**config.mk**
```make
export PLATFORM = sky130hd
export DESIGN_NAME = kti_wrap
export DESIGN_NICKNAME = d
export VERILOG_FILES = /design/src/rtl/keyframe_track_interpolator_assert.svh /design/src/rtl/kti_wrap.sv
export SDC_FILE = /design/constraint.sdc
export NUM_CORES = 1
export LEC_CHECK = 0
export BUFFER_PORTS_ARGS = -buffer_cell sky130_fd_sc_hd__clkbuf_2
export CORE_MARGIN = 2
export CORE_UTILIZATION = 50
export DETAILED_ROUTE_END_ITERATION = 8
export PLACE_DENSITY = 0.71
export SYNTH_ARGS = -nofsm -noshare
export SYNTH_HDL_FRONTEND = slang
export SYNTH_SLANG_ARGS = --single-unit
export TNS_END_PERCENT = 1
```
**constraint.sdc**
```tcl
create_clock -name clk -period 10.96 [get_ports clk]
set_input_delay 2.192 -clock clk [delete_from_list [all_inputs] [get_ports clk]]
set_output_delay 2.192 -clock clk [all_outputs]
set_load 0.02 [all_outputs]
```
**src/rtl/keyframe_track_interpolator_assert.svh**
```systemverilog
// Assertion macros shared by the keyframe track interpolator RTL.
// Needs signals named clk and rst_n in the scope where a macro is used.
`ifndef KEYFRAME_TRACK_INTERPOLATOR_ASSERT_SVH
`define KEYFRAME_TRACK_INTERPOLATOR_ASSERT_SVH

// Implication checked in the following cycle, disabled during reset.
`define KTI_ASSERT_NEXT(lbl, ante, cons) \
  lbl: assert property (@(posedge clk) disable iff (!rst_n) (ante) |=> (cons)) \
    else $error("keyframe track interpolator: assertion failed");

// Condition that must hold at every clock edge out of reset.
`define KTI_ASSERT_ALWAYS(lbl, expr) \
  lbl: assert property (@(posedge clk) disable iff (!rst_n) (expr)) \
    else $error("keyframe track interpolator: assertion failed");

`endif

```
**src/rtl/kti_wrap.sv**
```systemverilog
// Three-stage wrap of a signed Q16.16 time into [0, loop length).
// Depends on nothing but its parameter; stage loads come from the top level.
`timescale 1ns / 1ps

module kti_wrap #(
  parameter int LOOP_LEN_S = 24
) (
  input  logic               clk,
  input  logic [2:0]         adv,
  input  logic signed [31:0] time_q16,
  output logic [30:0]        wrap_q16
);

  localparam int LOOP_S = (LOOP_LEN_S < 1) ? 1 : LOOP_LEN_S;
  localparam longint RECIP_L = ((longint'(1) <<< 32) + longint'(LOOP_S) - longint'(1))
                               / longint'(LOOP_S);
  localparam logic [32:0] MOD_RECIP = 33'(RECIP_L);
  localparam logic [14:0] LOOP_L    = 15'(LOOP_S);
  localparam logic [14:0] BIAS_REM  = 15'(32768 % LOOP_S);

  logic [15:0] biased;
  logic [48:0] mprod;
  logic [15:0] quot_r, u_r, lo0_r, lo1_r, lo2_unused;
  logic [30:0] ql;
  logic [15:0] rem_full;
  logic [14:0] rem_r;
  logic [15:0] diff;
  logic [14:0] wrapped_s;
  logic [30:0] wrap_r;

  // Whole seconds offset by 32768 so the reduction works on an unsigned value.
  assign biased = {~time_q16[31], time_q16[30:16]};
  assign mprod  = {33'd0, biased} * {16'd0, MOD_RECIP};

  always_ff @(posedge clk) begin
    if (adv[0]) begin
      quot_r <= mprod[47:32];
      u_r    <= biased;
      lo0_r  <= time_q16[15:0];
    end
  end

  assign ql       = {15'd0, quot_r} * {16'd0, LOOP_L};
  assign rem_full = u_r - ql[15:0];

  always_ff @(posedge clk) begin
    if (adv[1]) begin
      rem_r <= rem_full[14:0];
      lo1_r <= lo0_r;
    end
  end

  // Remove the offset again; the result is a floor modulo, so negative times wrap upward.
  assign diff      = {1'b0, rem_r} - {1'b0, BIAS_REM};
  assign wrapped_s = diff[15] ? 15'(diff[14:0] + LOOP_L) : diff[14:0];
  assign lo2_unused = lo1_r;

  always_ff @(posedge clk) begin
    if (adv[2]) begin
      wrap_r <= {wrapped_s, lo2_unused};
    end
  end

  assign wrap_q16 = wrap_r;

endmodule

```
==> flow_summary.ini <==
[min_path]
hold_start = lo0_r[4]
hp-class = register to register

[layout]
antennaDiodeCount = 0
area_growth_pct = 9.97
multi_input_area_sq_mm = 0.00531
fill_cells = 1495
nets = 1104
drive_gt1_share_pct = 11.8
ff_latch_area_sq_mm = 0.00315

[timing]
finalSetupViolations = 0
slew_viol_final = 0
tightest_slew_ns = 1.17
slew_headroom_pct = 22.2
period_minus_slack_ns = 7.44
fmax_ghz = 0.134
post-route-period-util_pct = 67.9
final_hold_viol_count = 0
finalClockSkew_ns = 0.00662
rsz0062_at_grt = false
timing.setup.tns_ns = 0

[place]
gp_congestion = 0.922
dp_hpwl_um = 14100
numPortBuffers = 66

[logic_synthesis]
synth.area.top_cells = edfxtp_1 (35%), ha_1 (20%), fa_1 (18%)
ys.flop_type = edfxtp_1
syn_nets = 1033
syn_inst = 771
synth_edf_count = 105
async_reset_ff_share_pct = 0
ys_warn_count = 0
synth.top_cells.by_count = inv_1 (154), ha_1 (143), edfxtp_1 (105), fa_1 (83), nor2_1 (39)
synth.most_common_cell = inv_1
ys_types = 67
yosys_register_bits = 105
yosysTopAreaCell = edfxtp_1
ys_seq_area_share_pct = 34.7
yosysTopAreaCellShare_pct = 34.7
syn-cell-area_sq_mm = 0.00908
avgSynthCellArea_sq_um = 11.8

[grt]
grt_pass1_wl_um = 27800
first_global_vias = 5767
grt_remaining_overflow = 0
antenna_found_initial = 0
grt_usage_pct = 18.0
grt_start_max_net_pins = 44

[critical_path]
path_class = input pin to register
end_kind = register
cp-start-kind = input pin
critPathSlowestCell = fa_1
critPathLaunch = time_q16[31]
cp_max_fo = 7
critPathMaxStageDelay_ns = 0.64
cp.arrival_ns = 7.60
required_ns = 11.12
r2r-start = quot_r[1]
crit_chain = clkbuf_2 -> inv_1 -> ha_1 -> inv_1 -> fa_1 -> inv_1 -> fa_1 -> fa_1 -> inv_1 -> fa_1 -> fa_1 -> inv_1 -> ha_1 -> nand3_1 -> nor3_4 -> o21ai_2 -> o211a_1 -> or3b_4 -> and2_4 -> o311ai_2
r2r_slack_ns = 7.35

[cts]
cts_num_sinks = 105
post_cts_buffers = 0
cts_tree = yes
cts_made_buffers = 9
h-tree-depth = 3
cts-root-buf = clkbuf_16
clock_latency_ns = 0.33
path_clk_slew_ns = 0.07
postCtsHoldBufs = 0
clock_path_buffers = 2
cts_resized = 0

[drt]
first_iter_violations = 260
remaining_drc_errors = 0
firstDrtPassIters = 5
via_count = 5651
post_drt_via_cell_ratio = 5.25
ant_nets = 0
wl_per_cell_um = 15.3
routed_wl_um = 16500

[die]
ios = 67
rows = 49
die_x_um = 139
start_util_pct = 50.7
core_sq_mm = 0.0179
dieArea_sq_mm = 0.0192
die_h_um = 139

[outcome]
status = complete, no violations

[job]
max-cap-violations = 0
[worst max-delay path, delay by kind of cell]
family	cells	cell delay, ns
adder cells (fa/ha/maj)	7	3.35
buffers and inverters	6	0.52
AND/OR/NAND/NOR	4	1.02
AO/OA/AOI/OAI	3	0.53
[flip-flops by register name (all words and copies together) (netlist names)]
register	count
lo0_r	16
lo1_r	16
quot_r	12
rem_r	15
u_r	15
wrap_q16	31
[cells in the final DEF (no fill, tap or decap), types with 15 or more instances in the layout]
| cell type | count |
|---|---|
| clkbuf_2 | 66 |
| fa_1 | 83 |
| o21ai_0 | 20 |
| nor2_1 | 39 |
| ha_1 | 143 |
| nand2_1 | 27 |
| a21o_1 | 16 |
| inv_1 | 154 |
| xor2_1 | 15 |
| xnor2_1 | 24 |
| edfxtp_1 | 105 |
| a21oi_1 | 28 |
[metal layers]
metal	routed length [um]	share of wire (%)	track usage, %	vias up
li1	-	-	-	2802
met4	294	1.8	4.89	0
met3	690	4.2	2.18	17
met2	8130	49	31.0	118
met5	0	0	0	-
met1	7370	45	24.3	2714
[worst paths after layout]
check / end / depth (start not counted)
worst max-delay path: quot_r[4] / 20
worst min-delay path: lo1_r[4] / 0
worst max register to register: rem_r[13] / 11
worst min register to register: lo1_r[4] / 0
[layout make-up]
type / count / area share, %
Multi-Input combinational cell: 506 / 53.2
Sequential cell: 105 / 31.6
Clock inverter: 6 / 0.903
Inverter: 154 / 5.79
Timing Repair Buffer: 66 / 3.31
Tap cell: 229 / 2.87
Clock buffer: 10 / 2.29
[logic make-up after synthesis]
family                   share of synthesized area (%)
AO/OA/AOI/OAI                                     8.86
multiplexers                                     0.110
buffers and inverters                             6.71
AND/OR/NAND/NOR                                   7.38
flip-flops                                        34.7
adder cells (fa/ha/maj)                           38.1
XOR/XNOR                                          4.07
[metrics by stage]
stage          util, %  setup slack, ns  instance area [sq um]  hold slack [ns]  cells
5_1_grt           55.8             3.23                   9980            0.418   1076
3_5_place_dp      54.0             3.16                   9660            0.405   1060
4_1_cts           55.8             3.51                   9980            0.416   1076
2_1_floorplan        -             3.61                   9080            0.400    771
3_3_place_gp      54.0             3.23                   9660            0.400   1060
6_report          55.8             3.52                   9980            0.416   1076
Power is left out: the tool's default activity adds up to more than one toggle a clock period on the data nets, which glitch-free logic cannot reach.
