File: src/rtl/keyframe_track_interpolator_assert.svh
// Assertion macros shared by the keyframe track interpolator RTL.
// Needs signals named clk and rst_n in the scope where a macro is used.
`ifndef KEYFRAME_TRACK_INTERPOLATOR_ASSERT_SVH
`define KEYFRAME_TRACK_INTERPOLATOR_ASSERT_SVH

// Implication checked in the following cycle, disabled during reset.
`define KTI_ASSERT_NEXT(lbl, ante, cons) \
  lbl: assert property (@(posedge clk) disable iff (!rst_n) (ante) |=> (cons)) \
    else $error("keyframe track interpolator: assertion failed");

// Condition that must hold at every clock edge out of reset.
`define KTI_ASSERT_ALWAYS(lbl, expr) \
  lbl: assert property (@(posedge clk) disable iff (!rst_n) (expr)) \
    else $error("keyframe track interpolator: assertion failed");

`endif

File: src/rtl/kti_pkg.sv
// Package for the keyframe track interpolator: keyframe ROM, types and constants.
// No dependencies; the top level, kti_sine and kti_blend refer to it by scoped names.
`timescale 1ns / 1ps

package kti_pkg;

  localparam int ROM_ROWS     = 5;
  localparam int KEY_IDX_W    = 3;
  // Keyframes sit at even steps of six seconds, Q16.16.
  localparam int KEY_STEP_Q16 = 6 * 65536;
  localparam int WIDE_LANES   = 7;
  localparam int COLOR_LANES  = 6;
  localparam int WIDE_W       = 17;
  localparam int ALPHA_W      = 17;

  // Lane order of the wide values.
  localparam int LANE_ROT_X   = 0;
  localparam int LANE_ROT_Y   = 1;
  localparam int LANE_ROT_Z   = 2;
  localparam int LANE_SHIFT_X = 3;
  localparam int LANE_SHIFT_Y = 4;
  localparam int LANE_SHIFT_Z = 5;
  localparam int LANE_VIEW    = 6;

  localparam logic [ALPHA_W-1:0] ALPHA_ONE = 17'd65536;
  // Reciprocal of six in Q0.22: exact quotient for values below 2^19.
  localparam logic [19:0] ALPHA_RECIP = 20'd699051;

  // Phase step 0.85/(2*pi) in Q0.32.
  localparam logic [29:0] PHASE_K = 30'd581030485;
  localparam logic [14:0] SIN_A   = 15'd25736;
  localparam logic [13:0] SIN_B   = 14'd10512;
  localparam logic [10:0] SIN_C   = 11'd1160;
  localparam logic [12:0] GAIN_SHIFT = 13'd6554;
  localparam logic [12:0] GAIN_ROT   = 13'd7864;

  typedef logic [KEY_IDX_W-1:0] key_idx_t;

  // Colour lanes: fill R, G, B in lanes 5..3, wire R, G, B in lanes 2..0.
  typedef struct packed {
    logic [WIDE_LANES-1:0][WIDE_W-1:0] wide;
    logic [COLOR_LANES-1:0][7:0]       color;
    logic                              show_fill;
    logic                              show_wire;
  } key_t;

  // Blended values before the pulse and the final saturation.
  typedef struct packed {
    logic [WIDE_LANES-1:0][17:0] wide;
    logic [COLOR_LANES-1:0][7:0] color;
    logic                        show_fill;
    logic                        show_wire;
  } blend_t;

  function automatic key_t key_rom(key_idx_t idx);
    key_t k;
    k = '0;
    unique case (idx)
      3'd0: begin
        k.wide  = {17'sd18432, 17'sd10650, 17'sd0, 17'sd0, 17'sd0, 17'sd0, 17'sd0};
        k.color = {24'h2A4CC8, 24'h93E8FF};
        k.show_fill = 1'b1;
        k.show_wire = 1'b1;
      end
      3'd1: begin
        k.wide  = {17'sd16896, 17'sd9216, 17'sd410, 17'sd0,
                   17'sd2048, 17'sd4506, 17'sd6144};
        k.color = {24'h4F67DA, 24'hC4F2FF};
        k.show_fill = 1'b1;
        k.show_wire = 1'b1;
      end
      3'd2: begin
        k.wide  = {17'sd14336, 17'sd7782, -17'sd410, 17'sd0,
                   17'sd4506, 17'sd9011, 17'sd11059};
        k.color = {24'hC06A2C, 24'hF8CC9F};
        k.show_fill = 1'b1;
        k.show_wire = 1'b0;
      end
      3'd3: begin
        k.wide  = {17'sd16384, 17'sd9626, 17'sd0, 17'sd0,
                   17'sd8602, 17'sd12288, 17'sd14746};
        k.color = {24'h3BA67D, 24'hA9FFE2};
        k.show_fill = 1'b1;
        k.show_wire = 1'b1;
      end
      3'd4: begin
        k.wide  = {17'sd18944, 17'sd11059, 17'sd0, 17'sd0,
                   17'sd12698, 17'sd17203, 17'sd21299};
        k.color = {24'h3345B0, 24'h90DFF9};
        k.show_fill = 1'b1;
        k.show_wire = 1'b1;
      end
      default: begin
        k = '0;
      end
    endcase
    return k;
  endfunction

  function automatic logic [15:0] sat_s16(logic signed [18:0] v);
    logic [15:0] r;
    priority if (v < -19'sd32768) begin
      r = 16'h8000;
    end else if (v > 19'sd32767) begin
      r = 16'h7FFF;
    end else begin
      r = v[15:0];
    end
    return r;
  endfunction

  function automatic logic [15:0] sat_u16(logic signed [18:0] v);
    logic [15:0] r;
    priority if (v < 19'sd0) begin
      r = 16'h0000;
    end else if (v > 19'sd65535) begin
      r = 16'hFFFF;
    end else begin
      r = v[15:0];
    end
    return r;
  endfunction

endpackage

File: src/rtl/kti_sine.sv
// Six-stage pulse generator: phase from wrapped time, polynomial sine, pulse gains.
// Depends on kti_pkg for the polynomial and gain constants.
`timescale 1ns / 1ps

module kti_sine (
  input  logic               clk,
  input  logic [5:0]         adv,
  input  logic [30:0]        wrap_q16,
  output logic signed [10:0] pulse_rot,
  output logic signed [10:0] pulse_shift
);

  logic [60:0] ph_prod;
  logic [15:0] ph_r;
  logic [14:0] z_nxt;
  logic [29:0] zz;
  logic [14:0] z2_r, z2b_r;
  logic [14:0] z_r, zb_r, zc_r;
  logic        neg_r, negb_r, negc_r;
  logic [25:0] t1;
  logic [13:0] inner_r;
  logic [28:0] t2;
  logic [14:0] mid_r;
  logic [29:0] t3;
  logic signed [16:0] pulse_r;
  logic signed [31:0] rot_prod, shift_prod;
  logic signed [10:0] prot_r, pshift_r;

  assign ph_prod = {30'd0, wrap_q16} * {31'd0, kti_pkg::PHASE_K};

  always_ff @(posedge clk) begin
    if (adv[0]) begin
      ph_r <= ph_prod[47:32];
    end
  end

  // Second quadrant and fourth mirror the quarter wave; the upper half negates it.
  assign z_nxt = ph_r[14] ? 15'(15'd16384 - {1'b0, ph_r[13:0]}) : {1'b0, ph_r[13:0]};
  assign zz    = {15'd0, z_nxt} * {15'd0, z_nxt};

  always_ff @(posedge clk) begin
    if (adv[1]) begin
      z2_r  <= zz[28:14];
      z_r   <= z_nxt;
      neg_r <= ph_r[15];
    end
  end

  assign t1 = {11'd0, z2_r} * {15'd0, kti_pkg::SIN_C};

  always_ff @(posedge clk) begin
    if (adv[2]) begin
      inner_r <= 14'(kti_pkg::SIN_B - t1[25:14]);
      z2b_r   <= z2_r;
      zb_r    <= z_r;
      negb_r  <= neg_r;
    end
  end

  assign t2 = {14'd0, z2b_r} * {15'd0, inner_r};

  always_ff @(posedge clk) begin
    if (adv[3]) begin
      mid_r  <= 15'(kti_pkg::SIN_A - t2[28:14]);
      zc_r   <= zb_r;
      negc_r <= negb_r;
    end
  end

  assign t3 = {15'd0, zc_r} * {15'd0, mid_r};

  always_ff @(posedge clk) begin
    if (adv[4]) begin
      pulse_r <= negc_r ? -$signed({1'b0, t3[29:14]}) : $signed({1'b0, t3[29:14]});
    end
  end

  assign rot_prod   = 32'(pulse_r) * 32'($signed({1'b0, kti_pkg::GAIN_ROT}));
  assign shift_prod = 32'(pulse_r) * 32'($signed({1'b0, kti_pkg::GAIN_SHIFT}));

  // Round to nearest with ties upward, Q14 times Q0.16 down to Q4.12.
  always_ff @(posedge clk) begin
    if (adv[5]) begin
      prot_r   <= 11'((rot_prod + 32'sd131072) >>> 18);
      pshift_r <= 11'((shift_prod + 32'sd131072) >>> 18);
    end
  end

  assign pulse_rot   = prot_r;
  assign pulse_shift = pshift_r;

endmodule

File: config.mk
export PLATFORM = sky130hd
export DESIGN_NAME = kti_sine
export DESIGN_NICKNAME = d
export VERILOG_FILES = /design/src/rtl/keyframe_track_interpolator_assert.svh /design/src/rtl/kti_pkg.sv /design/src/rtl/kti_sine.sv
export SDC_FILE = /design/constraint.sdc
export NUM_CORES = 2
export LEC_CHECK = 0
export ABC_CLOCK_PERIOD_IN_PS = 22100
export BUFFER_PORTS_ARGS = -buffer_cell sky130_fd_sc_hd__buf_2
export CAP_MARGIN = 20
export CORE_MARGIN = 2
export CORE_UTILIZATION = 40
export DETAILED_ROUTE_END_ITERATION = 16
export PLACE_DENSITY = 0.55
export SLEW_MARGIN = 25
export SYNTH_ARGS = -nofsm -noshare
export SYNTH_HDL_FRONTEND = slang
export SYNTH_SLANG_ARGS = --single-unit
File: constraint.sdc
create_clock -name clk -period 22.1 [get_ports clk]
set_clock_uncertainty 0.05 [all_clocks]
set_input_delay 1.105 -clock clk [delete_from_list [all_inputs] [get_ports clk]]
set_output_delay 1.105 -clock clk [all_outputs]
set_load 0.005 [all_outputs]
==> out/results.md <==
## Floorplanning
• Core Footprint: 113,000 um2
• Initial Util: 0.405
• ports placed on the boundary: 60
• height of the die: 342 um
• floorplan die area: 117,000 um2
• overall die width: 342 um
• placement row count: 123

## Layout
• proportion of layout cells with a drive suffix above 1: 0.0300
• number of inserted diodes: 0
• number of nets in the layout: 6,251
• number of filler instances in the final layout: 11,100
• layout-stage area growth over the synthesis result: 5.60%
• number of standard cells in the final layout excluding fillers: 6,061

## STA
• final hold violation count: 0
• minimum period implied by the final worst setup slack: 9.16 ns
• final setup vio count: 0
• aggregate negative setup slack: 0 ns
• setup repair after global routing missed its margin: no
• Slew headroom: 0.315
• Worst-Margin Slew: 1.02 ns
• final worst-path cycle share: 0.415
• Highest Clock Rate: 109 MHz
• final worst slack: 12.94 ns
• worst hold slack across all endpoints: 0.371 ns
• total count of max-transition violations in the final report: 0

## Clocking
• Max H-tree Level: 4
• Clk Latency, worst-skew pair: 0.48 ns
• number of sinks driven by the clock tree: 162
• clock transition at the register clock pins on the worst setup and hold paths after CTS: 0.08 ns
• hold bufs inserted after CTS: 0
• maximum count of clock buffers along a single path: 2
• CTS buffer count: 17
• number of setup buffers added after CTS: 0
• number of resized instances in the post-cts repair step: 0
• clock tree from TritonCTS: done
• clk root buf: sky130_fd_sc_hd__clkbuf_16

## Global routing
• combined global-route utilization of all metal layers: 0.184
• first-pass GRT wire length: 170 mm
• vias in the first global route: 31,700
• antenna violations before repair: 3
• total congestion overflow after global routing: 0
• maximum number of pins on one net before global-route repair: 46

## Min path
• path category of the worst min-delay check: reg2reg
• start point of the worst min-delay path: zb_r[9]

## Logic synthesis
• portion of netlist area occupied by mux cells: 0.00320
• simple-gate portion of the synthesized area: 0.0912
• area fraction in compound gates after synthesis: 0.0484
• Gate Count Post-Synth: 4,539
• Yosys cell types: 81
• xor and xnor area share after synthesis: 0.0390
• share of Yosys cell area claimed by the top area cell type: 0.389
• Yosys Warn Count: 0
• most instantiated library cell after synthesis: sky130_fd_sc_hd__inv_1
• commonest cells in the netlist: 1,243 x sky130_fd_sc_hd__inv_1, 889 x sky130_fd_sc_hd__fa_1, 776 x sky130_fd_sc_hd__ha_1, 335 x sky130_fd_sc_hd__nand2_1, 230 x sky130_fd_sc_hd__and2_1
• adder and majority cell fraction of the synthesized area: 0.602
• Area contributors post-synth: sky130_fd_sc_hd__fa_1 39%, sky130_fd_sc_hd__ha_1 21%, sky130_fd_sc_hd__edfxtp_1 11%
• Post-synth EDFFs: 162
• post-synth design cell area: 45,700 um2
• largest family of logic cells by synthesized area: adder cells
• biggest area consumer among synthesized cells: sky130_fd_sc_hd__fa_1
• prevailing post-synth register cell: sky130_fd_sc_hd__edfxtp_1
• FFs w/ async S/R, synth: 0
• flop and latch count out of synthesis: 162
• sequential area share after synthesis: 0.106
• Avg Cell Area, Syn: 10.1 um2

## Run status
• status: completed

## Detailed routing
• number of detailed-routing iterations run before antenna repair: 5
• # DRC: 0
• final routed wirelength across all metal layers: 102 mm
• total via count after detailed routing: 29,200
• mean number of vias per cell: 4.82
• First DRT Iteration DRCs: 1,247
• DR WL/cell: 16.9 um
• antenna-violating nets left: 0

## Critical path
• worst reg2reg path startpoint: ph_r[4]
• crit path capture type: flop
• crit path launch: ph_r[4]
• crit-path max cell delay: 0.69 ns
• most used cell along the critical path: sky130_fd_sc_hd__fa_1
• kind of critical path: reg2reg
• required time at the endpoint of the critical path: 22.28 ns
• maximum fanout along the worst path: 12
• kind of start point of the critical path: flop
• slowest cell on the critical path: sky130_fd_sc_hd__xor2_1
• worst endpoint data arrival time: 9.35 ns

## Placement
• Detailed Place HPWL: 87.2 mm
• gp weighted congestion: 0.885
• total placed cells including tap cells: 6,029
• dpl ws: 12.94 ns
• Port Buf Inserts: 59

## Job
• reported max-cap violation count: 0

worst max-delay path: cells and delay by family (launching register included):
kind	cells	cell delay, ns
AO/OA/AOI/OAI	6	1.58
XOR/XNOR	2	0.82
adder cells (fa/ha/maj)	7	3.26
buffers and inverters	4	0.52
flip-flops	1	0.44
AND/OR/NAND/NOR	9	2.21
placed cells by master, fill, tap and decap left out, types with 17 or more instances in the layout:
| cell | count |
|---|---|
| sky130_fd_sc_hd__a21o_1 | 48 |
| sky130_fd_sc_hd__a21oi_1 | 77 |
| sky130_fd_sc_hd__and2_1 | 230 |
| sky130_fd_sc_hd__buf_2 | 59 |
| sky130_fd_sc_hd__clkbuf_16 | 17 |
| sky130_fd_sc_hd__edfxtp_1 | 162 |
| sky130_fd_sc_hd__fa_1 | 889 |
| sky130_fd_sc_hd__ha_1 | 776 |
| sky130_fd_sc_hd__inv_1 | 1243 |
| sky130_fd_sc_hd__nand2_1 | 335 |
| sky130_fd_sc_hd__nand3_1 | 31 |
| sky130_fd_sc_hd__nor2_1 | 100 |
| sky130_fd_sc_hd__nor3_1 | 32 |
| sky130_fd_sc_hd__o21a_1 | 18 |
| sky130_fd_sc_hd__o21ai_0 | 42 |
| sky130_fd_sc_hd__o21ai_1 | 20 |
| sky130_fd_sc_hd__xnor2_1 | 133 |
| sky130_fd_sc_hd__xor2_1 | 67 |
layout make-up:
| cell class | count | area (um2) | area share |
|---|---|---|---|
| multi-input cells | 3050 | 35900 | 0.743 |
| flip-flops and latches | 162 | 4860 | 0.101 |
| inverters | 1247 | 4680 | 0.0970 |
| well taps | 1500 | 1880 | 0.0389 |
| clock buffers | 17 | 425 | 0.00882 |
| repair buffers | 70 | 378 | 0.00783 |
| clock inverters | 15 | 178 | 0.00368 |
final timing paths:
check | to | depth (start not counted) | slack, ns
setup / recovery | z2_r[14] | 28 | 12.94
hold / removal | zc_r[9] | 0 | 0.37
setup reg to reg | z2_r[14] | 28 | 12.94
hold reg to reg | zc_r[9] | 0 | 0.37
logic make-up after synthesis:
| group | Yosys count |
|---|---|
| mux | 14 |
| other cells | 2 |
| compound gates | 322 |
| buf+inv | 1334 |
| xor+xnor | 202 |
| flops | 162 |
| simple gates | 838 |
| fa+ha+maj | 1665 |
flip-flops by register name, summed over array words and instances, names as in the netlist, 11 cells and up:
register,flops
zb_r,15
pulse_shift,11
z2b_r,15
zc_r,15
mid_r,15
pulse_r,17
pulse_rot,11
inner_r,14
z2_r,15
ph_r,16
z_r,15
metrics by stage:
| stage | util | instance area, um2 |
|---|---|---|
| final | 0.427 | 48300 |
| after global routing | 0.427 | 48300 |
| after CTS | 0.427 | 48300 |
| after detailed placement | 0.422 | 47600 |
| after global placement | 0.422 | 47600 |
| after floorplan | - | 45700 |
metal layers:
layer / global-route usage / vias up / wire length [um]
met3: 0.0173 / 60 / 2820
met2: 0.314 / 336 / 50000
met1: 0.260 / 14900 / 48400
met5: 0 / - / 13
met4: 0.0267 / 2 / 1080
li1: - / 14000 / -
Power is not shown: default switching activity piles up to over one toggle a cycle in this logic, so the estimate is an artifact.
