<file path="src/rtl/keyframe_track_interpolator_assert.svh">
// Assertion macros shared by the keyframe track interpolator RTL.
// Needs signals named clk and rst_n in the scope where a macro is used.
`ifndef KEYFRAME_TRACK_INTERPOLATOR_ASSERT_SVH
`define KEYFRAME_TRACK_INTERPOLATOR_ASSERT_SVH

// Implication checked in the following cycle, disabled during reset.
`define KTI_ASSERT_NEXT(lbl, ante, cons) \
  lbl: assert property (@(posedge clk) disable iff (!rst_n) (ante) |=> (cons)) \
    else $error("keyframe track interpolator: assertion failed");

// Condition that must hold at every clock edge out of reset.
`define KTI_ASSERT_ALWAYS(lbl, expr) \
  lbl: assert property (@(posedge clk) disable iff (!rst_n) (expr)) \
    else $error("keyframe track interpolator: assertion failed");

`endif

</file>
<file path="src/rtl/kti_pkg.sv">
// Package for the keyframe track interpolator: keyframe ROM, types and constants.
// No dependencies; the top level, kti_sine and kti_blend refer to it by scoped names.
`timescale 1ns / 1ps

package kti_pkg;

  localparam int ROM_ROWS     = 5;
  localparam int KEY_IDX_W    = 3;
  // Keyframes sit at even steps of six seconds, Q16.16.
  localparam int KEY_STEP_Q16 = 6 * 65536;
  localparam int WIDE_LANES   = 7;
  localparam int COLOR_LANES  = 6;
  localparam int WIDE_W       = 17;
  localparam int ALPHA_W      = 17;

  // Lane order of the wide values.
  localparam int LANE_ROT_X   = 0;
  localparam int LANE_ROT_Y   = 1;
  localparam int LANE_ROT_Z   = 2;
  localparam int LANE_SHIFT_X = 3;
  localparam int LANE_SHIFT_Y = 4;
  localparam int LANE_SHIFT_Z = 5;
  localparam int LANE_VIEW    = 6;

  localparam logic [ALPHA_W-1:0] ALPHA_ONE = 17'd65536;
  // Reciprocal of six in Q0.22: exact quotient for values below 2^19.
  localparam logic [19:0] ALPHA_RECIP = 20'd699051;

  // Phase step 0.85/(2*pi) in Q0.32.
  localparam logic [29:0] PHASE_K = 30'd581030485;
  localparam logic [14:0] SIN_A   = 15'd25736;
  localparam logic [13:0] SIN_B   = 14'd10512;
  localparam logic [10:0] SIN_C   = 11'd1160;
  localparam logic [12:0] GAIN_SHIFT = 13'd6554;
  localparam logic [12:0] GAIN_ROT   = 13'd7864;

  typedef logic [KEY_IDX_W-1:0] key_idx_t;

  // Colour lanes: fill R, G, B in lanes 5..3, wire R, G, B in lanes 2..0.
  typedef struct packed {
    logic [WIDE_LANES-1:0][WIDE_W-1:0] wide;
    logic [COLOR_LANES-1:0][7:0]       color;
    logic                              show_fill;
    logic                              show_wire;
  } key_t;

  // Blended values before the pulse and the final saturation.
  typedef struct packed {
    logic [WIDE_LANES-1:0][17:0] wide;
    logic [COLOR_LANES-1:0][7:0] color;
    logic                        show_fill;
    logic                        show_wire;
  } blend_t;

  function automatic key_t key_rom(key_idx_t idx);
    key_t k;
    k = '0;
    unique case (idx)
      3'd0: begin
        k.wide  = {17'sd18432, 17'sd10650, 17'sd0, 17'sd0, 17'sd0, 17'sd0, 17'sd0};
        k.color = {24'h2A4CC8, 24'h93E8FF};
        k.show_fill = 1'b1;
        k.show_wire = 1'b1;
      end
      3'd1: begin
        k.wide  = {17'sd16896, 17'sd9216, 17'sd410, 17'sd0,
                   17'sd2048, 17'sd4506, 17'sd6144};
        k.color = {24'h4F67DA, 24'hC4F2FF};
        k.show_fill = 1'b1;
        k.show_wire = 1'b1;
      end
      3'd2: begin
        k.wide  = {17'sd14336, 17'sd7782, -17'sd410, 17'sd0,
                   17'sd4506, 17'sd9011, 17'sd11059};
        k.color = {24'hC06A2C, 24'hF8CC9F};
        k.show_fill = 1'b1;
        k.show_wire = 1'b0;
      end
      3'd3: begin
        k.wide  = {17'sd16384, 17'sd9626, 17'sd0, 17'sd0,
                   17'sd8602, 17'sd12288, 17'sd14746};
        k.color = {24'h3BA67D, 24'hA9FFE2};
        k.show_fill = 1'b1;
        k.show_wire = 1'b1;
      end
      3'd4: begin
        k.wide  = {17'sd18944, 17'sd11059, 17'sd0, 17'sd0,
                   17'sd12698, 17'sd17203, 17'sd21299};
        k.color = {24'h3345B0, 24'h90DFF9};
        k.show_fill = 1'b1;
        k.show_wire = 1'b1;
      end
      default: begin
        k = '0;
      end
    endcase
    return k;
  endfunction

  function automatic logic [15:0] sat_s16(logic signed [18:0] v);
    logic [15:0] r;
    priority if (v < -19'sd32768) begin
      r = 16'h8000;
    end else if (v > 19'sd32767) begin
      r = 16'h7FFF;
    end else begin
      r = v[15:0];
    end
    return r;
  endfunction

  function automatic logic [15:0] sat_u16(logic signed [18:0] v);
    logic [15:0] r;
    priority if (v < 19'sd0) begin
      r = 16'h0000;
    end else if (v > 19'sd65535) begin
      r = 16'hFFFF;
    end else begin
      r = v[15:0];
    end
    return r;
  endfunction

endpackage

</file>
<file path="src/rtl/kti_blend.sv">
// Six-stage keyframe search, blend factor and linear blend of all lanes.
// Depends on kti_pkg for the keyframe ROM and the blended record type.
`timescale 1ns / 1ps

module kti_blend #(
  parameter int KEY_COUNT = 5
) (
  input  logic                clk,
  input  logic [5:0]          adv,
  input  logic [30:0]         wrap_q16,
  output kti_pkg::blend_t     blend
);

  localparam int USED_KEYS = (KEY_COUNT < 2) ? 2 :
                             ((KEY_COUNT > kti_pkg::ROM_ROWS) ? kti_pkg::ROM_ROWS : KEY_COUNT);

  kti_pkg::key_idx_t pv_nxt, pv_r, pvb_r, pvc_r, pvd_r;
  logic [30:0] base_nxt, v_nxt;
  logic [18:0] vlow_r;
  logic        full_r, fullb_r;
  logic [38:0] vq;
  logic [16:0] quot_r;
  logic [kti_pkg::ALPHA_W-1:0] alpha_r;
  kti_pkg::key_t ka, kb, kc;
  logic signed [35:0] wprod_r [kti_pkg::WIDE_LANES];
  logic signed [26:0] cprod_r [kti_pkg::COLOR_LANES];
  logic signed [35:0] wprod_nxt [kti_pkg::WIDE_LANES];
  logic signed [26:0] cprod_nxt [kti_pkg::COLOR_LANES];
  kti_pkg::blend_t res_nxt, res_r, out_r;

  // Earlier keyframe: the one before the first key at or after the time, held
  // to the last pair beyond the final key.
  always_comb begin
    pv_nxt   = kti_pkg::key_idx_t'(USED_KEYS - 2);
    base_nxt = 31'((USED_KEYS - 2) * kti_pkg::KEY_STEP_Q16);
    for (int i = USED_KEYS - 1; i >= 1; i--) begin
      if (wrap_q16 <= 31'(i * kti_pkg::KEY_STEP_Q16)) begin
        pv_nxt   = kti_pkg::key_idx_t'(i - 1);
        base_nxt = 31'((i - 1) * kti_pkg::KEY_STEP_Q16);
      end
    end
    v_nxt = wrap_q16 - base_nxt;
  end

  always_ff @(posedge clk) begin
    if (adv[0]) begin
      pv_r   <= pv_nxt;
      vlow_r <= v_nxt[18:0];
      full_r <= (v_nxt >= 31'(kti_pkg::KEY_STEP_Q16));
    end
  end

  assign vq = {20'd0, vlow_r} * {19'd0, kti_pkg::ALPHA_RECIP};

  always_ff @(posedge clk) begin
    if (adv[1]) begin
      quot_r  <= vq[38:22];
      fullb_r <= full_r;
      pvb_r   <= pv_r;
    end
  end

  always_ff @(posedge clk) begin
    if (adv[2]) begin
      alpha_r <= fullb_r ? kti_pkg::ALPHA_ONE : quot_r;
      pvc_r   <= pvb_r;
    end
  end

  assign ka = kti_pkg::key_rom(pvc_r);
  assign kb = kti_pkg::key_rom(kti_pkg::key_idx_t'(pvc_r + 1'b1));

  always_comb begin
    logic signed [17:0] wdiff;
    logic signed [8:0]  cdiff;
    for (int i = 0; i < kti_pkg::WIDE_LANES; i++) begin
      wdiff = 18'($signed(kb.wide[i])) - 18'($signed(ka.wide[i]));
      wprod_nxt[i] = 36'(wdiff * $signed({1'b0, alpha_r}));
    end
    for (int j = 0; j < kti_pkg::COLOR_LANES; j++) begin
      cdiff = $signed({1'b0, kb.color[j]}) - $signed({1'b0, ka.color[j]});
      cprod_nxt[j] = 27'(cdiff * $signed({1'b0, alpha_r}));
    end
  end

  always_ff @(posedge clk) begin
    if (adv[3]) begin
      wprod_r <= wprod_nxt;
      cprod_r <= cprod_nxt;
      pvd_r   <= pvc_r;
    end
  end

  assign kc = kti_pkg::key_rom(pvd_r);

  // Motion lanes round to nearest, colour lanes truncate toward minus infinity.
  always_comb begin
    logic signed [10:0] csum;
    res_nxt = '0;
    for (int i = 0; i < kti_pkg::WIDE_LANES; i++) begin
      res_nxt.wide[i] = 18'($signed(kc.wide[i])) + 18'((wprod_r[i] + 36'sd32768) >>> 16);
    end
    for (int j = 0; j < kti_pkg::COLOR_LANES; j++) begin
      csum = $signed({3'b000, kc.color[j]}) + 11'(cprod_r[j] >>> 16);
      priority if (csum < 11'sd0) begin
        res_nxt.color[j] = 8'd0;
      end else if (csum > 11'sd255) begin
        res_nxt.color[j] = 8'd255;
      end else begin
        res_nxt.color[j] = csum[7:0];
      end
    end
    res_nxt.show_fill = kc.show_fill;
    res_nxt.show_wire = kc.show_wire;
  end

  always_ff @(posedge clk) begin
    if (adv[4]) begin
      res_r <= res_nxt;
    end
  end

  // Alignment stage to meet the pulse path.
  always_ff @(posedge clk) begin
    if (adv[5]) begin
      out_r <= res_r;
    end
  end

  assign blend = out_r;

endmodule

</file>
<file path="config.mk">
export PLATFORM = sky130hd
export DESIGN_NAME = kti_blend
export DESIGN_NICKNAME = d
export VERILOG_FILES = /design/src/rtl/keyframe_track_interpolator_assert.svh /design/src/rtl/kti_pkg.sv /design/src/rtl/kti_blend.sv
export SDC_FILE = /design/constraint.sdc
export NUM_CORES = 2
export LEC_CHECK = 0
export BUFFER_PORTS_ARGS = -buffer_cell sky130_fd_sc_hd__clkbuf_2
export CAP_MARGIN = 10
export CORE_MARGIN = 5
export CORE_UTILIZATION = 55
export DETAILED_ROUTE_END_ITERATION = 7
export PLACE_DENSITY = 0.79
export SLEW_MARGIN = 20
export SYNTH_ARGS = -nofsm -noshare
export SYNTH_HDL_FRONTEND = slang
export SYNTH_SLANG_ARGS = --single-unit
</file>
<file path="constraint.sdc">
create_clock -name clk -period 10.3 [get_ports clk]
set_input_delay 0.515 -clock clk [delete_from_list [all_inputs] [get_ports clk]]
set_output_delay 0.515 -clock clk [all_outputs]
set_load 0.005 [all_outputs]
</file>
==> flow_metrics.py <==
metrics = {
    "setup_path": {
        "cp-start-kind": "register",
        "cp_slowest_cell": "o21a_1",
        "worstPathRequired_ns": 10.73,
        "worst-setup-path-type": "register to register",
        "end_kind": "register",
        "worstPathMaxFanout": 17,
        "cp.arrival_ns": 10.00,
        "critPathMaxStageDelay_ns": 0.58,
        "path_common_cell": "inv_1",
    },
    "synthesis": {
        "synthFlopType": "edfxtp_1",
        "synth_edf_count": 559,
        "ys_warn_count": 0,
        "ys_seq_area_share_pct": 15.9,
        "syn_inst": 10300,
        "syn_area_sq_mm": 0.106,
        "synth.distinct_cells": 85,
        "ys_seq_elements": 559,
        "synthArstFlopShare_pct": 0,
        "syn_avg_cell_area_sq_um": 10.3,
    },
    "drt": {
        "post_drt_wl_per_cell_microns": 25.1,
        "ant_nets": 0,
        "wirelength_microns": 331000,
        "dr_total_vias": 73400,
        "drtPass1Iterations": 8,
        "highest_layer": "met5",
        "drc": 0,
        "wl_met1_microns": 121000,
        "routed-wl-met2_microns": 147000,
        "vias_per_cell": 5.56,
        "first_iter_violations": 6597,
        "wl_met3_microns": 37300,
    },
    "grt": {
        "grt.overflow.total": 0,
        "track_usage_pct": 33.5,
        "grt_max_degree": 129,
        "grt_pass1_wl_microns": 500000,
        "grt_pass1_vias": 80600,
        "antenna_found_initial": 27,
    },
    "sta": {
        "setup_ws_ns": 0.728,
        "tightest_slew_ns": 1.23,
        "rsz0062_at_grt": "false",
        "fmax_mhz": 104,
        "fin_crit_sh_pct": 92.9,
        "min_period_ns": 9.57,
        "fin_skew_ns": 0.0490,
        "hold_violations": 0,
        "slew_violations": 0,
        "tns_ns": 0,
        "finalSetupViolCount": 0,
        "relSlewSlack_pct": 18.1,
    },
    "final_layout": {
        "multi_input_area_sq_mm": 0.0776,
        "area_growth_pct": 6.85,
        "postLayoutCoreUtil_pct": 58.9,
        "fillers": 15900,
        "drive_above_1_share_pct": 5.10,
        "finalNetCount": 14000,
        "regArea_sq_mm": 0.0168,
    },
    "die": {
        "coreArea_sq_mm": 0.192,
        "io_pins": 214,
        "row_count": 161,
        "die_x_microns": 449,
        "die_h_microns": 449,
        "die_area_sq_mm": 0.201,
        "initial_utilization_pct": 55.1,
    },
    "clocking": {
        "cts_setup_buffers": 0,
        "clockBufferDepth": 3,
        "clock_latency_ns": 0.71,
        "numCtsBuffers": 61,
        "cts_sinks": 559,
        "clk_pin_slew_ns": 0.06,
        "cts_tree": "built",
        "htreeDepth": 2,
        "cts_root_buffer": "clkbuf_16",
    },
    "placement": {
        "dp.final_hpwl_microns": 278000,
        "globalplace.congestion": 1.06,
        "place.port_buffers": 195,
        "dp_worst_setup_slack_ns": 0.926,
    },
    "worst_hold_path": {
        "min_path_type": "primary input to register",
    },
    "status": {
        "status": "complete, no violations",
    },
    "job": {
        "drv_cap": 0,
    },
}
kinds of logic (layout without fill, tap and decap cells):
family	Yosys count	after routing	share of synthesized area [%]
DFF	559	559	15.9
buffers and inverters	3127	3367	11.2
and+or+nand+nor	2031	2031	9.25
AOI/OAI and AO/OA	720	720	4.55
other	2	129	0.00710
xor gates and xnor gates	502	502	4.16
adders and majority gates	3343	3343	54.9
muxes	7	7	0.0674
through the flow:
step / cell area (sq um) / std cells / hold WS (ns)
6_report: 113000 / 13200 / 0.213
4_1_cts: 113000 / 13200 / 0.176
3_3_place_gp: 111000 / 13000 / 0.400
3_5_place_dp: 111000 / 13000 / 0.405
5_1_grt: 113000 / 13200 / 0.225
2_1_floorplan: 106000 / 10400 / 0.400
synthesized netlist by cell type, types with 9 or more instances:
cell type,count,share of area (%)
nor4_1,17,0.10
a31oi_1,17,0.10
inv_1,2855,10
nor2_1,326,1.2
o211ai_1,15,0.11
o21ai_0,104,0.49
nand2b_1,135,0.80
nor3_1,93,0.44
and3_1,53,0.31
and4_1,16,0.13
o31ai_1,10,0.071
a21boi_0,11,0.078
nand4b_1,9,0.075
a31o_2,10,0.083
nor2b_1,120,0.71
fa_1,2167,41
o21a_1,78,0.55
or3_1,31,0.18
xor2_1,136,1.1
a21o_1,72,0.51
xnor2_1,366,3.0
o21ai_1,15,0.071
or2_2,32,0.19
edfxtp_1,559,16
nand2_1,790,2.8
nand4_1,33,0.20
nand3_1,103,0.49
a211oi_1,22,0.16
buf_1,19,0.067
and2_1,248,1.5
ha_1,1172,14
buf_4,20,0.14
o21bai_1,34,0.24
a21oi_1,219,1.0
clkbuf_1,227,0.81
sequential cells by signal, summed over array words and instances (netlist names), 17 cells and up:
register and count:
alpha_r 17, res_r 158, cprod_r 66, quot_r 17, vlow_r 19, wprod_r 114
blend 158
routing by layer:
layer / vias up / global-route usage, %
met1: 37100 / 41.5
met4: 14 / 20.2
met2: 3651 / 52.1
met3: 967 / 9.92
met5: - / 0
li1: 31600 / -
worst paths after layout:
kind         slack (ns)  depth (start not counted)          from      endpoint
min                0.21                          3  wrap_q16[29]        full_r
min reg2reg        0.42                          0    res_r[126]    blend[126]
max                0.73                         32      pvc_r[1]  wprod_r[212]
max reg2reg        0.73                         32      pvc_r[1]  wprod_r[212]
cell type report:
cell class | instances | area share (%)
inverter | 2859 | 9.50
multi-input combinational | 6719 | 68.7
clock inverter | 40 | 0.399
timing repair buffer | 395 | 2.34
tap | 2526 | 2.80
sequential | 559 | 14.9
clock buffer | 73 | 1.39
antenna | 13 | 0.0288
layout by cell type, fill, tap and decap left out, drive strengths merged, types with 13 or more instances in the layout:
| cell | count |
|---|---|
| a211oi | 22 |
| a21o | 72 |
| a21oi | 219 |
| a31oi | 18 |
| and2 | 248 |
| and3 | 53 |
| and4 | 16 |
| buf | 185 |
| clkbuf | 266 |
| clkinv | 28 |
| conb | 116 |
| diode | 13 |
| dlygate4sd3 | 17 |
| edfxtp | 559 |
| fa | 2167 |
| ha | 1172 |
| inv | 2860 |
| nand2 | 790 |
| nand2b | 135 |
| nand3 | 104 |
| nand4 | 33 |
| nor2 | 326 |
| nor2b | 120 |
| nor3 | 93 |
| nor4 | 18 |
| o211ai | 16 |
| o21a | 78 |
| o21ai | 119 |
| o21bai | 35 |
| or2 | 32 |
| or3 | 31 |
| xnor2 | 366 |
| xor2 | 136 |
worst max-delay path, delay by kind of cell (launching register included):
kind            cells  cell delay, ns
simple gates        3            0.60
compound gates     11            2.93
fa+ha+maj          10            4.35
buf+inv             8            0.91
flops               1            0.50
what timing repair did:
item	CTS	global route
resized for setup	0	0
hold buffers	17	0
endpoints found under the hold margin	17	0
Power is left out: the tool's default activity adds up to more than one toggle a clock period on the data nets, which glitch-free logic cannot reach.
